$ cat config.mk
export PLATFORM = sky130hd
export DESIGN_NAME = tcf_cordic
export DESIGN_NICKNAME = d
export VERILOG_FILES = /design/src/tcf_pkg.sv /design/src/tcf_cordic.sv
export SDC_FILE = /design/constraint.sdc
export NUM_CORES = 1
export LEC_CHECK = 0
export BUFFER_PORTS_ARGS = -buffer_cell sky130_fd_sc_hd__buf_2
export CAP_MARGIN = 20
export CELL_PAD_IN_SITES_DETAIL_PLACEMENT = 1
export CELL_PAD_IN_SITES_GLOBAL_PLACEMENT = 1
export CORE_MARGIN = 2
export CORE_UTILIZATION = 45
export DETAILED_ROUTE_END_ITERATION = 8
export HOLD_SLACK_MARGIN = 0.03
export PLACE_DENSITY = 0.76
export RECOVER_POWER = 100
export SKIP_LAST_GASP = 1
export SYNTH_ARGS = -nofsm -noshare
export SYNTH_HDL_FRONTEND = slang
export SYNTH_SLANG_ARGS = --single-unit
$ cat constraint.sdc
create_clock -name clk -period 10.95 [get_ports clk]
set_input_delay 0.5475 -clock clk [delete_from_list [all_inputs] [get_ports clk]]
set_output_delay 0.5475 -clock clk [all_outputs]
set_load 0.005 [all_outputs]
$ cat src/tcf_pkg.sv
// ============================================================================
// tcf_pkg: shared types and constants of the tilt complementary filter
// Word layouts, fixed-point widths, register indexes and the CORDIC arctangent
// table in Q16 of 1/128 degree.
// ============================================================================
`timescale 1ns / 1ps
`default_nettype none

package tcf_pkg;

  // Raw sensor axis width and the widened operand for atan2
  localparam int AXIS_W = 16;
  localparam int OPND_W = AXIS_W + 1;

  // CORDIC datapath: x/y hold counts scaled by 2^16 plus gain headroom
  localparam int CX_W  = 35;
  localparam int ANG_W = 33;

  // Arctangent table depth and the counter that walks it
  localparam int ATAN_DEPTH = 24;
  localparam int CNT_W      = $clog2(ATAN_DEPTH);
  localparam int ATAN_W     = 29;

  // Quarter turn in Q16 of 1/128 degree
  localparam logic signed [ANG_W-1:0] ANG_90 = 33'sd754974720;

  // Estimate and arithmetic widths
  localparam int EST_W  = 32;
  localparam int SUM_W  = EST_W + 1;
  localparam int YAW_W  = EST_W + 2;
  localparam int MA_W   = 34;
  localparam int MB_W   = 25;
  localparam int PROD_W = MA_W + MB_W;
  localparam int ACC_W  = 52;
  localparam int FRAC_W = 16;

  // Full turn of yaw in Q16 of 1/128 degree, and in output units
  localparam logic signed [YAW_W-1:0] YAW_FULL = 34'sd3019898880;
  localparam logic [15:0]             YAW_TURN = 16'd46080;

  // Blend rounding constant and unity gain
  localparam logic signed [ACC_W-1:0] BLEND_RND = 52'sd32768;
  localparam logic [FRAC_W:0]         ALPHA_ONE = 17'd65536;

  // Configuration registers
  localparam int IDX_W  = 1;
  localparam int CFG_W  = 24;
  localparam logic [IDX_W-1:0] CFG_ALPHA = 1'b0;
  localparam logic [IDX_W-1:0] CFG_GAIN  = 1'b1;
  localparam logic [15:0] ALPHA_RST = 16'd64225;
  localparam logic [23:0] GAIN_RST  = 24'd147539;

  // Request kinds
  localparam logic REQ_SAMPLE    = 1'b0;
  localparam logic REQ_YAW_RESET = 1'b1;

  // Small queues between front, back and the result side
  localparam int QDEPTH = 2;
  localparam int QPTR_W = $clog2(QDEPTH);
  localparam int QCNT_W = $clog2(QDEPTH + 1);

  typedef struct packed {
    logic                     req_type;
    logic signed [AXIS_W-1:0] accel_x;
    logic signed [AXIS_W-1:0] accel_y;
    logic signed [AXIS_W-1:0] accel_z;
    logic signed [AXIS_W-1:0] gyro_x;
    logic signed [AXIS_W-1:0] gyro_y;
    logic signed [AXIS_W-1:0] gyro_z;
  } tcf_in_t;

  typedef struct packed {
    logic signed [15:0] pitch_angle;
    logic signed [15:0] roll_angle;
    logic        [15:0] yaw_angle;
  } tcf_out_t;

  // Classified command handed from front to back
  typedef struct packed {
    logic                     yaw_reset;
    logic signed [AXIS_W-1:0] accel_x;
    logic signed [AXIS_W-1:0] accel_y;
    logic signed [AXIS_W-1:0] accel_z;
    logic signed [AXIS_W-1:0] gyro_x;
    logic signed [AXIS_W-1:0] gyro_y;
    logic signed [AXIS_W-1:0] gyro_z;
  } tcf_cmd_t;

  typedef struct packed {
    logic [15:0] alpha;
    logic [23:0] gain;
  } tcf_cfg_t;

  typedef struct packed {
    logic                     start;
    logic signed [OPND_W-1:0] y;
    logic signed [OPND_W-1:0] x;
  } tcf_cord_req_t;

  typedef struct packed {
    logic                    busy;
    logic                    done;
    logic signed [ANG_W-1:0] angle;
  } tcf_cord_rsp_t;

  // atan(2^-i) in Q16 of 1/128 degree, rounded to nearest
  function automatic logic [ATAN_W-1:0] atan_entry(input logic [CNT_W-1:0] idx);
    logic [ATAN_W-1:0] v;
    case (idx)
      5'd0:    v = 29'd377487360;
      5'd1:    v = 29'd222843801;
      5'd2:    v = 29'd117744544;
      5'd3:    v = 29'd59768969;
      5'd4:    v = 29'd30000467;
      5'd5:    v = 29'd15014858;
      5'd6:    v = 29'd7509261;
      5'd7:    v = 29'd3754860;
      5'd8:    v = 29'd1877459;
      5'd9:    v = 29'd938733;
      5'd10:   v = 29'd469367;
      5'd11:   v = 29'd234683;
      5'd12:   v = 29'd117342;
      5'd13:   v = 29'd58671;
      5'd14:   v = 29'd29335;
      5'd15:   v = 29'd14668;
      5'd16:   v = 29'd7334;
      5'd17:   v = 29'd3667;
      5'd18:   v = 29'd1833;
      5'd19:   v = 29'd917;
      5'd20:   v = 29'd458;
      5'd21:   v = 29'd229;
      5'd22:   v = 29'd115;
      5'd23:   v = 29'd57;
      default: v = '0;
    endcase
    return v;
  endfunction

endpackage

`default_nettype wire

$ cat src/tcf_cordic.sv
// ============================================================================
// tcf_cordic: iterative vectoring CORDIC
// Computes atan2(y, x) in Q16 of 1/128 degree, one micro-rotation per cycle
// after a quadrant pre-rotation for negative x.
// ============================================================================
`timescale 1ns / 1ps
`default_nettype none

module tcf_cordic import tcf_pkg::*; #(
  parameter int STEPS = 16
) (
  input  logic          clk,
  input  logic          rst,
  input  tcf_cord_req_t req,
  output tcf_cord_rsp_t rsp
);

  localparam logic [CNT_W-1:0] LAST = CNT_W'(STEPS - 1);

  logic signed [CX_W-1:0]  x;
  logic signed [CX_W-1:0]  y;
  logic signed [ANG_W-1:0] z;
  logic [CNT_W-1:0]        cnt;
  logic                    busy;
  logic                    done;

  logic signed [CX_W-1:0]  x0;
  logic signed [CX_W-1:0]  y0;
  logic signed [CX_W-1:0]  xs;
  logic signed [CX_W-1:0]  ys;
  logic signed [ANG_W-1:0] step;

  // Scale operands by 2^16 and form the shifted terms of this step
  always_comb begin
    x0   = {{(CX_W - OPND_W - FRAC_W){req.x[OPND_W-1]}}, req.x, {FRAC_W{1'b0}}};
    y0   = {{(CX_W - OPND_W - FRAC_W){req.y[OPND_W-1]}}, req.y, {FRAC_W{1'b0}}};
    xs   = x >>> cnt;
    ys   = y >>> cnt;
    step = signed'(ANG_W'(atan_entry(cnt)));
  end

  // Pre-rotate on start, then rotate toward y = 0
  always_ff @(posedge clk) begin
    if (rst) begin
      busy <= 1'b0;
      done <= 1'b0;
      cnt  <= '0;
    end else begin
      done <= 1'b0;
      if (req.start) begin
        busy <= 1'b1;
        cnt  <= '0;
      end else if (busy) begin
        if (cnt == LAST) begin
          busy <= 1'b0;
          done <= 1'b1;
        end else begin
          cnt <= cnt + 1'b1;
        end
      end
    end
  end

  always_ff @(posedge clk) begin
    if (req.start) begin
      if (x0[CX_W-1]) begin
        if (!y0[CX_W-1]) begin
          x <= y0;
          y <= -x0;
          z <= ANG_90;
        end else begin
          x <= -y0;
          y <= x0;
          z <= -ANG_90;
        end
      end else begin
        x <= x0;
        y <= y0;
        z <= '0;
      end
    end else if (busy) begin
      if (!y[CX_W-1] && (y != '0)) begin
        x <= x + ys;
        y <= y - xs;
        z <= z + step;
      end else if (y[CX_W-1]) begin
        x <= x - ys;
        y <= y + xs;
        z <= z - step;
      end
    end
  end

  assign rsp.busy  = busy;
  assign rsp.done  = done;
  assign rsp.angle = z;

endmodule

`default_nettype wire

==> qor.yml <==
required_ns: 11.15
fin_crit_sh_pct: 80.2
status: "finished with violations"
critical_path_arrival_ns: 8.98
post-cts-setup-buffers: 0
io_buffers: 71
dp_worst_setup_slack_ns: 3.70
yosys.area.top_type_share_pct: 16.3
slew_viol_final: 344
grt_pass1_wl_um: 110000
clock-root-buffer: "clkbuf_16"
grt_pass1_vias: 19000
cts_tree: "done"
ys_warn_count: 0
synth_area_mm2: 0.0190
finalSetupTns_ns: 0
antenna_found_initial: 0
die_x_um: 209
setup.worst_path.start: "y[34]"
ctsResizeCount: 0
firstDrtPassIters: 6
clock_latency_ns: 0.51
endpoint_kind: "flip-flop"
drt_iter0_drc: 1608
crit_path_frequent_cell: "o21ai_0"
syn-num-nets: 2579
diodes: 0
numCtsBuffers: 17
min_period_ns: 8.79
drc: 0
power_mw: 7.68
hold_buffers: 0
drv_cap: 8
instances_no_fill: 2910
synth_top_cell_by_area: "edfxtp_1"
fp.dieH_um: 209
postLayoutSetupSlackWorst_ns: 2.16
area_growth_pct: 5.81
crit_type: "reg2reg"
start_util_pct: 45.4
violations: "capacitance limit, slew limit"
max-slew-margin-rel_pct: -161
power.density_mw_per_mm2: 383
nNetsFinal: 2550
synth-seq-cells: 139
cts_buffer_depth: 2
critical-path-top-delay-family: "buffers and inverters"
r2r_setup_slack_ns: 2.16
via_per_inst: 6.44
io_pins: 72
ys_seq_area_share_pct: 20.1
wl_um: 70500
crit_slowest_cell: "clkbuf_1"
whs_ns: 0.227
hold_start: "rst"
rsz0062_at_grt: "no"
hold_class: "in2reg"
postSynth.asyncResetShare_pct: 0
core_mm2: 0.0418
gp_congestion: 0.988
fillers: 5120
grt_start_max_net_pins: 71
dp_cells: 2878
wl_per_cell_um: 24.2
clock_sinks: 139
hold_viol_final: 0
startpoint_type: "flip-flop"
synth_edf_count: 103
track_usage_pct: 32.1
rows: 75
final_antenna_net_count: 0
cp_cell_sequence: "clkbuf_1, or2_0, clkbuf_1, o21ai_0, ha_1, a21o_1, a21oi_1, o21ai_0, a41oi_1, nor2_1, a21o_1, a21oi_1, o21ai_0, o41ai_1, xor2_1, nor2_1"
ys_types: 96
r2r_start: "y[34]"
path_clk_slew_ns: 0.07
post-dp-hpwl_um: 53500
tightest_slew_ns: 3.91
crit_path_max_incr_delay_ns: 1.86
vias: 18700
ys.flop_type: "edfxtp_1"
overflow: 0
setup_viol: 0
layout-drive-gt1-share_pct: 9.41
crit_buf_inv: 2
fin_skew_ns: 0.0190
seqCellArea_mm2: 0.00382
synth.area.top_cells: "edfxtp_1 (16%), ha_1 (10%), mux4_2 (6.5%), a21oi_1 (6.2%), xnor2_1 (5.9%)"
syn_area_per_cell_um2: 7.95
leakage_nw: 8.39
ir_worst_vdd_uv: 140
netlist_instances: 2387
max_freq_mhz: 114
htreeDepth: 4
multi_input_area_mm2: 0.0141
die_area_mm2: 0.0438
path_max_fanout: 41
cells in the final DEF (no fill, tap or decap), types with 12 or more instances in the layout:
cell,synthesis,final
a211oi_1,19,19
a21o_1,66,66
a21oi_1,236,236
a221oi_1,14,14
a31oi_1,27,27
and2_1,15,14
and3_1,15,15
buf_2,8,54
buf_4,5,12
clkbuf_1,94,27
clkbuf_16,0,18
dfxtp_1,36,32
edfxtp_1,103,103
ha_1,151,151
inv_1,101,101
mux2_2,24,23
mux2i_1,72,72
mux4_2,55,55
nand2_1,230,230
nand2b_1,21,21
nand3_1,47,47
nand4_1,12,12
nor2_1,256,255
nor2b_1,21,21
nor3_1,51,50
nor4_1,21,21
o211ai_1,18,18
o21a_1,21,21
o21ai_0,172,173
o21bai_1,24,24
o22ai_1,16,16
o31ai_1,27,27
or2_2,14,13
or3_1,24,24
or4_1,12,12
xnor2_1,128,128
xor2_1,63,63
flip-flops by register name, summed over array words and instances, names as in the netlist:
name / count
step: 29
z: 33
busy: 1
y: 35
x: 35
done: 1
cnt: 5
cell families after synthesis:
family                     synth area share [%]
DFF                                        20.1
adders and majority gates                  10.4
xor gates and xnor gates                   8.82
muxes                                      12.1
and+or+nand+nor                            18.5
buffers and inverters                      5.65
AOI/OAI and AO/OA                          24.4
power by group:
| part | internal, mW | switching [mW] | leakage (nW) |
|---|---|---|---|
| registers | 0.890 | 0.393 | 1.37 |
| logic | 2.37 | 3.38 | 6.73 |
| clock network | 0.360 | 0.283 | 0.297 |
| total | 3.63 | 4.06 | 8.39 |
final cells by class:
| cell class | instances | share of cell area [%] |
|---|---|---|
| Inverter | 107 | 2.00 |
| Tap cell | 539 | 3.36 |
| Clock buffer | 20 | 2.33 |
| Timing Repair Buffer | 92 | 2.28 |
| Sequential cell | 139 | 19.0 |
| Clock inverter | 12 | 0.748 |
| Multi-Input combinational cell | 2001 | 70.2 |
worst reg2reg max path: cells and delay by family (launching register included):
kind | cells | cell delay [ns]
flip-flops | 1 | 0.84
adder cells (fa/ha/maj) | 1 | 0.39
AND/OR/NAND/NOR | 3 | 1.31
AO/OA/AOI/OAI | 9 | 2.63
buffers and inverters | 2 | 3.12
XOR/XNOR | 1 | 0.19
worst paths after layout:
path	cells after the start	end
max	16	z[17]
min	2	busy
max reg2reg	16	z[17]
min reg2reg	1	done
stage by stage:
stage,util [%],instance area (µm²)
after floorplan,-,19000
after global placement,46.8,19500
after detailed placement,46.8,19500
after CTS,48.2,20100
after global routing,48.1,20100
final,48.1,20100
metal layers:
layer	wire (µm)	share of wire, %	global-route usage (%)
met1	29300	42	40.1
met2	34100	48	54.7
met3	4160	5.9	5.33
met4	2850	4.0	13.7
met5	0	0	0
cells in the mapped netlist (all sizes together) (45+ instances only):
library cell	number
edfxtp	103
a21oi	236
clkbuf	94
mux4	56
nand2	230
xnor2	128
inv	104
ha	151
o21ai	175
a21o	66
xor2	63
nor3	52
buf	45
nand3	47
mux2i	74
nor2	257
Note: power is estimated with default switching activity, not from simulation.
