### src/tcf_pkg.sv
// ============================================================================
// tcf_pkg: shared types and constants of the tilt complementary filter
// Word layouts, fixed-point widths, register indexes and the CORDIC arctangent
// table in Q16 of 1/128 degree.
// ============================================================================
`timescale 1ns / 1ps
`default_nettype none

package tcf_pkg;

  // Raw sensor axis width and the widened operand for atan2
  localparam int AXIS_W = 16;
  localparam int OPND_W = AXIS_W + 1;

  // CORDIC datapath: x/y hold counts scaled by 2^16 plus gain headroom
  localparam int CX_W  = 35;
  localparam int ANG_W = 33;

  // Arctangent table depth and the counter that walks it
  localparam int ATAN_DEPTH = 24;
  localparam int CNT_W      = $clog2(ATAN_DEPTH);
  localparam int ATAN_W     = 29;

  // Quarter turn in Q16 of 1/128 degree
  localparam logic signed [ANG_W-1:0] ANG_90 = 33'sd754974720;

  // Estimate and arithmetic widths
  localparam int EST_W  = 32;
  localparam int SUM_W  = EST_W + 1;
  localparam int YAW_W  = EST_W + 2;
  localparam int MA_W   = 34;
  localparam int MB_W   = 25;
  localparam int PROD_W = MA_W + MB_W;
  localparam int ACC_W  = 52;
  localparam int FRAC_W = 16;

  // Full turn of yaw in Q16 of 1/128 degree, and in output units
  localparam logic signed [YAW_W-1:0] YAW_FULL = 34'sd3019898880;
  localparam logic [15:0]             YAW_TURN = 16'd46080;

  // Blend rounding constant and unity gain
  localparam logic signed [ACC_W-1:0] BLEND_RND = 52'sd32768;
  localparam logic [FRAC_W:0]         ALPHA_ONE = 17'd65536;

  // Configuration registers
  localparam int IDX_W  = 1;
  localparam int CFG_W  = 24;
  localparam logic [IDX_W-1:0] CFG_ALPHA = 1'b0;
  localparam logic [IDX_W-1:0] CFG_GAIN  = 1'b1;
  localparam logic [15:0] ALPHA_RST = 16'd64225;
  localparam logic [23:0] GAIN_RST  = 24'd147539;

  // Request kinds
  localparam logic REQ_SAMPLE    = 1'b0;
  localparam logic REQ_YAW_RESET = 1'b1;

  // Small queues between front, back and the result side
  localparam int QDEPTH = 2;
  localparam int QPTR_W = $clog2(QDEPTH);
  localparam int QCNT_W = $clog2(QDEPTH + 1);

  typedef struct packed {
    logic                     req_type;
    logic signed [AXIS_W-1:0] accel_x;
    logic signed [AXIS_W-1:0] accel_y;
    logic signed [AXIS_W-1:0] accel_z;
    logic signed [AXIS_W-1:0] gyro_x;
    logic signed [AXIS_W-1:0] gyro_y;
    logic signed [AXIS_W-1:0] gyro_z;
  } tcf_in_t;

  typedef struct packed {
    logic signed [15:0] pitch_angle;
    logic signed [15:0] roll_angle;
    logic        [15:0] yaw_angle;
  } tcf_out_t;

  // Classified command handed from front to back
  typedef struct packed {
    logic                     yaw_reset;
    logic signed [AXIS_W-1:0] accel_x;
    logic signed [AXIS_W-1:0] accel_y;
    logic signed [AXIS_W-1:0] accel_z;
    logic signed [AXIS_W-1:0] gyro_x;
    logic signed [AXIS_W-1:0] gyro_y;
    logic signed [AXIS_W-1:0] gyro_z;
  } tcf_cmd_t;

  typedef struct packed {
    logic [15:0] alpha;
    logic [23:0] gain;
  } tcf_cfg_t;

  typedef struct packed {
    logic                     start;
    logic signed [OPND_W-1:0] y;
    logic signed [OPND_W-1:0] x;
  } tcf_cord_req_t;

  typedef struct packed {
    logic                    busy;
    logic                    done;
    logic signed [ANG_W-1:0] angle;
  } tcf_cord_rsp_t;

  // atan(2^-i) in Q16 of 1/128 degree, rounded to nearest
  function automatic logic [ATAN_W-1:0] atan_entry(input logic [CNT_W-1:0] idx);
    logic [ATAN_W-1:0] v;
    case (idx)
      5'd0:    v = 29'd377487360;
      5'd1:    v = 29'd222843801;
      5'd2:    v = 29'd117744544;
      5'd3:    v = 29'd59768969;
      5'd4:    v = 29'd30000467;
      5'd5:    v = 29'd15014858;
      5'd6:    v = 29'd7509261;
      5'd7:    v = 29'd3754860;
      5'd8:    v = 29'd1877459;
      5'd9:    v = 29'd938733;
      5'd10:   v = 29'd469367;
      5'd11:   v = 29'd234683;
      5'd12:   v = 29'd117342;
      5'd13:   v = 29'd58671;
      5'd14:   v = 29'd29335;
      5'd15:   v = 29'd14668;
      5'd16:   v = 29'd7334;
      5'd17:   v = 29'd3667;
      5'd18:   v = 29'd1833;
      5'd19:   v = 29'd917;
      5'd20:   v = 29'd458;
      5'd21:   v = 29'd229;
      5'd22:   v = 29'd115;
      5'd23:   v = 29'd57;
      default: v = '0;
    endcase
    return v;
  endfunction

endpackage

`default_nettype wire

### src/tcf_front.sv
// ============================================================================
// tcf_front: input side of the filter
// Accepts words from the input queue port, classifies them as sensor sample
// or yaw reset, and holds them in a two-entry queue for the back end.
// ============================================================================
`timescale 1ns / 1ps
`default_nettype none

module tcf_front import tcf_pkg::*; (
  input  logic     clk,
  input  logic     rst,
  input  logic     push,
  output logic     full,
  input  tcf_in_t  sample,
  output logic     cmd_valid,
  output tcf_cmd_t cmd,
  input  logic     cmd_pop
);

  tcf_cmd_t            mem [QDEPTH];
  logic [QPTR_W-1:0]   wr_ptr;
  logic [QPTR_W-1:0]   rd_ptr;
  logic [QCNT_W-1:0]   count;
  logic                accept;
  logic                take;
  tcf_cmd_t            cls;

  // Classify the incoming word
  always_comb begin
    cls.yaw_reset = (sample.req_type == REQ_YAW_RESET);
    cls.accel_x   = sample.accel_x;
    cls.accel_y   = sample.accel_y;
    cls.accel_z   = sample.accel_z;
    cls.gyro_x    = sample.gyro_x;
    cls.gyro_y    = sample.gyro_y;
    cls.gyro_z    = sample.gyro_z;
  end

  assign full      = (count == QCNT_W'(QDEPTH));
  assign cmd_valid = (count != '0);
  assign accept    = push && !full;
  assign take      = cmd_pop && cmd_valid;
  assign cmd       = mem[rd_ptr];

  // Store accepted words
  always_ff @(posedge clk) begin
    if (accept) begin
      mem[wr_ptr] <= cls;
    end
  end

  // Advance pointers and occupancy
  always_ff @(posedge clk) begin
    if (rst) begin
      wr_ptr <= '0;
      rd_ptr <= '0;
      count  <= '0;
    end else begin
      if (accept) begin
        wr_ptr <= wr_ptr + 1'b1;
      end
      if (take) begin
        rd_ptr <= rd_ptr + 1'b1;
      end
      if (accept && !take) begin
        count <= count + 1'b1;
      end else if (take && !accept) begin
        count <= count - 1'b1;
      end
    end
  end

endmodule

`default_nettype wire

### config.mk
export PLATFORM = sky130hd
export DESIGN_NAME = tcf_front
export DESIGN_NICKNAME = d
export VERILOG_FILES = /design/src/tcf_pkg.sv /design/src/tcf_front.sv
export SDC_FILE = /design/constraint.sdc
export NUM_CORES = 1
export LEC_CHECK = 0
export ABC_AREA = 0
export BUFFER_PORTS_ARGS = -buffer_cell sky130_fd_sc_hd__buf_2
export CORE_UTILIZATION = 52
export CTS_CLUSTER_DIAMETER = 100
export CTS_CLUSTER_SIZE = 8
export DETAILED_ROUTE_END_ITERATION = 16
export PLACE_DENSITY_LB_ADDON = 0.25
export SLEW_MARGIN = 5
export SYNTH_ARGS = -nofsm -noshare
export SYNTH_HDL_FRONTEND = slang
export SYNTH_SLANG_ARGS = --single-unit
### constraint.sdc
create_clock -name clk -period 4.3 [get_ports clk]
set_input_delay 0.645 -clock clk [delete_from_list [all_inputs] [get_ports clk]]
set_output_delay 0.645 -clock clk [all_outputs]
set_load 0.01 [all_outputs]
==> results of run 1 <==
cell type report:
| cell class | count | area share [%] |
|---|---|---|
| timing repair buffer | 204 | 11.36 |
| sequential | 199 | 64.38 |
| multi-input combinational | 115 | 14.33 |
| clock buffer | 22 | 4.931 |
| clock inverter | 10 | 2.445 |
| inverter | 2 | 0.1087 |
| tap | 180 | 2.445 |
routing by layer:
| metal | vias to the layer above | global-route usage, % | wire length (um) |
|---|---|---|---|
| li1 | 1713 | - | - |
| met5 | - | 0 | 0 |
| met4 | 0 | 7.407 | 171 |
| met2 | 147 | 27.66 | 5979 |
| met1 | 1832 | 22.15 | 5438 |
| met3 | 13 | 6.368 | 973 |
stage by stage:
step,hold slack [ns],util [%],cell area [um2]
floorplan,0.4516,-,7337
global placement,0.4710,61.70,8531
detailed placement,0.4990,61.70,8531
CTS,0.3871,66.61,9210
global route,0.3855,66.61,9210
finish,0.4148,66.61,9210
cell usage in the layout, fill, tap and decap left out, types with 2 or more instances in the layout:
cell,count
buf_2,199
edfxtp_1,194
mux2_2,67
mux2_4,30
clkbuf_16,17
bufinv_16,7
nor2_1,4
clkbuf_1,4
dfxtp_1,4
buf_4,4
o21ai_0,3
xor2_1,3
clkinv_2,3
or3_1,2
a21oi_1,2
logic make-up after synthesis:
group / count (synthesis)
muxes: 97
AOI/OAI and AO/OA: 5
and+or+nand+nor: 9
xor gates and xnor gates: 3
buffers and inverters: 13
adders and majority gates: 1
DFF: 199
sequential cells by signal (all words and copies together), names as in the netlist, named ones only:
signal	count
mem	194
wr_ptr	1
rd_ptr	1
count	2
worst max-delay path: cells and delay by family, from the launching register on:
kind | cells | cell delay, ns
DFF | 1 | 0.75
muxes | 1 | 0.39
buffers and inverters | 2 | 0.52
worst max path at each step:
stage / end / from / slack, ns
6_report: cmd[43] / register / 1.47
5_1_grt: cmd[41] / register / 1.36
4_1_cts: cmd[96] / register / 1.43
3_5_place_dp: mem[0][73] / push / 1.71
3_3_place_gp: mem[0][73] / push / 1.76
2_1_floorplan: mem[1][0] / push / 0.75
report_power, final:
group / switching [uW] / leakage [uW] / total, uW / internal [uW]
Combinational: 638 / 0.00133 / 1280 / 644
Sequential: 123 / 0.00185 / 2560 / 2440
Clock: 632 / 0.000332 / 1800 / 1160
Total: 1390 / 0.00352 / 5640 / 4250
==> flow_summary.yaml, run 1 <==
cts:
  clock_sinks: 199
  cts-root-buf: "clkbuf_16"
  insertion_delay_ns: 0.42
  cts.path.max_buffers: 2
  post_cts_resized: 0
  cts_tree: "yes"
  post_cts_buffers: 0
  clk_pin_slew_ns: 0.06
  numCtsBuffers: 17
  ctsHoldBuffers: 0
  ctsHtreeMaxLevel: 4
worst_setup_path:
  rr_worst_depth: 4
  worstReg2RegStart: "count[1]"
  timing.rr.end: "mem[0][73]"
  critPathLaunchType: "register"
  arrival_ns: 2.18
  cp.required_ns: 3.65
  worstSetupEndpointType: "primary output"
  worstPathMaxFanout: 54
  cpMaxStageDelayCell: "dfxtp_4"
  r2r_slack_ns: 2.06
  path_cells: "buf_12, mux2_2, buf_2"
  cpPeakStageDelay_ns: 0.75
  criticalPathCategory: "register to primary output"
grt:
  overflow: 0
  grt_pass1_vias: 3707
  grt_max_degree: 60
  antenna_found_initial: 1
  grt_pass1_wl_mm: 18.75
  grtUsageTotal_pct: 17.60
min_path:
  min_from: "sample[22]"
  hold_path_class: "input pin to register"
  hold-path-cell-count: 1
  hold_end: "mem[1][22]"
yosys:
  synth-compound-area-share_pct: 0.3411
  ys_ff_latch: 199
  yosys_most_used_dff: "edfxtp_1"
  yosysSeqAreaShare_pct: 80.76
  synth_xor_area_share_pct: 0.3581
  synth_top_family_by_area: "multiplexers"
  synth.net_count: 429
  yosysTopAreaCellShare_pct: 79.40
  synthArstFlopShare_pct: 0
  synth_warnings: 0
  synth.cell_area_um2: 7337
  synthTopCellsByArea: "edfxtp_1 (79%), mux2_2 (10%), mux2_4 (6.1%)"
  synth_common_cells: "edfxtp_1 (194), mux2_2 (67), mux2_4 (30)"
  synth_adder_area_share_pct: 0.1705
  synthSimpleGateAreaFrac_pct: 0.6651
  synth_cell_types: 16
  synthMuxAreaShare_pct: 16.42
  synth-edff-count: 194
  syn_area_per_cell_um2: 22.44
  yosysTopAreaCell: "edfxtp_1"
  synth_cells: 327
  yosysMostFrequentCell: "edfxtp_1"
routing:
  vias: 3705
  ant_nets: 0
  dr.pass1.iters: 4
  via_per_inst: 5.061
  totalWireLength_mm: 12.56
  post_drt_wl_per_cell_um: 17.16
  drtIter0Drc: 194
  drc: 0
timing:
  max_freq_mhz: 353.4
  grt_setup_unrepaired: "no"
  min_period_over_period_pct: 65.80
  tightest_slew_ns: 0.8257
  layout_setup_ws_ns: 1.471
  finClkSkew_ns: 0.004601
  tns_ns: 0
  slew_headroom_pct: 44.95
  period_needed_ns: 2.829
  setup_viol: 0
  maxSlewViolCount: 0
  hold_viol: 0
floorplan:
  die_x_um: 120.8
  ios: 200
  initial_core_util_pct: 53.06
  placement_rows: 43
  fp.dieH_um: 120.8
  dieArea_um2: 14590
  core_um2: 13830
outcome:
  status: "complete, no violations"
power_and_ir_drop:
  total_power_uw: 5639
  power.density_nw_per_um2: 612.3
  p_leak_uw: 0.003520
  peakVddDrop_mv: 0.4809
finish:
  drive_gt1_share_pct: 60.51
  diodes: 0
  multiInputGateArea_um2: 1320
  fillers: 938
  final_nets: 641
  regArea_um2: 5929
  stdcell_count: 732
  area_delta_synth_final_pct: 25.53
job:
  maxCapViolations: 0
placed_design:
  portBuffers: 199
  place_hpwl_mm: 8.075
  dp_cells: 700
  post-place-ws_ns: 1.707
  place.gp.congestion: 0.7047
Power figures use the tool's default switching activity.
==> inputs of run 2 (changes only) <==
Settings changed: CORE_UTILIZATION 52 to 47.
Clock period 4.3 ns to 2.4 ns, I/O delays scaled along.
==> flow_summary.yaml, run 2 (synthesized netlist as in run 1, its figures left out) <==
outcome:
  status: "complete, no violations"
floorplan:
  core_um2: 15200
  ios: 200
  fp.dieH_um: 126.9
  placement_rows: 45
  die_x_um: 126.9
  dieArea_um2: 16110
  initial_core_util_pct: 48.26
timing:
  max_freq_mhz: 452.9
  period_needed_ns: 2.208
  tightest_slew_ns: 0.5476
  setup_viol: 0
  tns_ns: 0
  finClkSkew_ns: 0.006607
  slew_headroom_pct: 63.49
  min_period_over_period_pct: 91.99
  holdWs_ns: 0.1225
  maxSlewViolCount: 0
  hold_viol: 0
  grt_setup_unrepaired: "no"
cts:
  cts_tree: "yes"
  ctsHoldBuffers: 0
  cts.path.max_buffers: 2
  clock_sinks: 199
  post_cts_buffers: 0
  numCtsBuffers: 17
  post_cts_resized: 0
  ctsHtreeMaxLevel: 4
  cts-root-buf: "clkbuf_16"
  insertion_delay_ns: 0.42
  clk_pin_slew_ns: 0.07
power_and_ir_drop:
  p_comb_share_pct: 25.0
  power.switching_uw: 2567
  share_seq_of_total_power_pct: 46.4
  pwr-share-clk_pct: 28.7
  swShare_pct: 26.22
  peakVddDrop_mv: 0.6385
  p_leak_uw: 0.003501
  power.density_nw_per_um2: 1061
  internal-power_uw: 7224
job:
  maxCapViolations: 0
finish:
  drive_gt1_share_pct: 61.69
  final_nets: 646
  mostFrequentLayoutCell: "buf_2"
  area_delta_synth_final_pct: 25.80
  largest-register: "mem"
  largest_reg_flops: 194
  top_regs: "mem x194, count x2"
  layout_common_cells: "buf_2 (199), edfxtp_1 (194), mux2_2 (67), mux2_4 (30), clkbuf_16 (17)"
worst_setup_path:
  arrival_ns: 1.85
  worstReg2RegStart: "count[1]"
  cpPeakStageDelay_ns: 0.58
  crit_buf_inv: 2
  critPathLaunchType: "register"
  cpMaxStageDelayCell: "dfxtp_4"
  path_cells: "buf_12, mux2_2, buf_2"
  rr_worst_depth: 4
  crit_cells: 3
  worstSetupEndpointType: "primary output"
  timing.rr.end: "mem[0][88]"
  crit_end: "cmd[37]"
  critPathTopFamily: "flip-flops"
  cp.required_ns: 2.04
  r2r_slack_ns: 0.60
  criticalPathCategory: "register to primary output"
  worstPathMaxFanout: 41
routing:
  via_per_inst: 5.021
  drc: 0
  drtIter0Drc: 224
  dr.pass1.iters: 4
  ant_nets: 0
  vias: 3741
  totalWireLength_mm: 12.79
  post_drt_wl_per_cell_um: 17.17
placed_design:
  place_hpwl_mm: 8.642
  place.gp.congestion: 0.6986
  portBuffers: 199
grt:
  grt_pass1_vias: 3822
  grt_max_degree: 57
  grtUsageTotal_pct: 16.40
  grt_pass1_wl_mm: 19.44
  antenna_found_initial: 2
  overflow: 0
min_path:
  hold_path_class: "input pin to register"
-- run 2: how the worst min path moves through the flow --
stage	from	endpoint	depth (start not counted)
floorplan	rst	count[1]	1
global placement	count[1]	count[1]	2
detailed placement	count[1]	count[1]	2
CTS	sample[79]	mem[0][79]	1
global route	sample[93]	mem[0][93]	1
finish	sample[79]	mem[0][79]	1
-- run 2: power groups by stage --
stage,combinational (uW),clock (uW),sequential (uW)
after floorplan,1640,0,4540
after global placement,2460,0,4590
after global routing,2630,3020,4590
final,2440,2810,4540
after detailed placement,2480,0,4630
after CTS,2500,2880,4550
-- run 2: area by class of cell --
class | count | area [um2]
tap | 188 | 235.2
clock inverter | 13 | 156.4
timing repair buffer | 209 | 1134
fill | 1141 | 5972
inverter | 2 | 11.26
sequential | 199 | 5932
multi-input combinational | 115 | 1330
antenna | 1 | 2.502
clock buffer | 18 | 429.2
-- run 2: worst register-to-register path: stages (launching register included) --
cell and delay [ns]:
dfxtp_2 0.33, nor2b_4 0.14, or3_4 0.38, clkinvlp_4 0.10, buf_4 0.46
-- run 2: stage by stage --
step                      area, um2  std cells  total power [uW]  util, %  worst slack, ns
after floorplan                7355        327              6185        -         -0.05562
after global placement         8642        713              7052    56.85           0.6067
after detailed placement       8642        713              7111    56.85           0.5866
after CTS                      9228        744              9926    60.70           0.1334
after global routing           9228        744             10240    60.70          0.07703
final                          9230        745              9791    60.72           0.1922
-- run 2: per-layer routing --
metal	track usage (%)	vias to the layer above	part of all wire, %
li1	-	1728	-
met1	19.12	1848	41
met2	26.21	145	48
met3	7.423	18	9.9
met4	7.213	2	1.4
met5	0	-	0.12
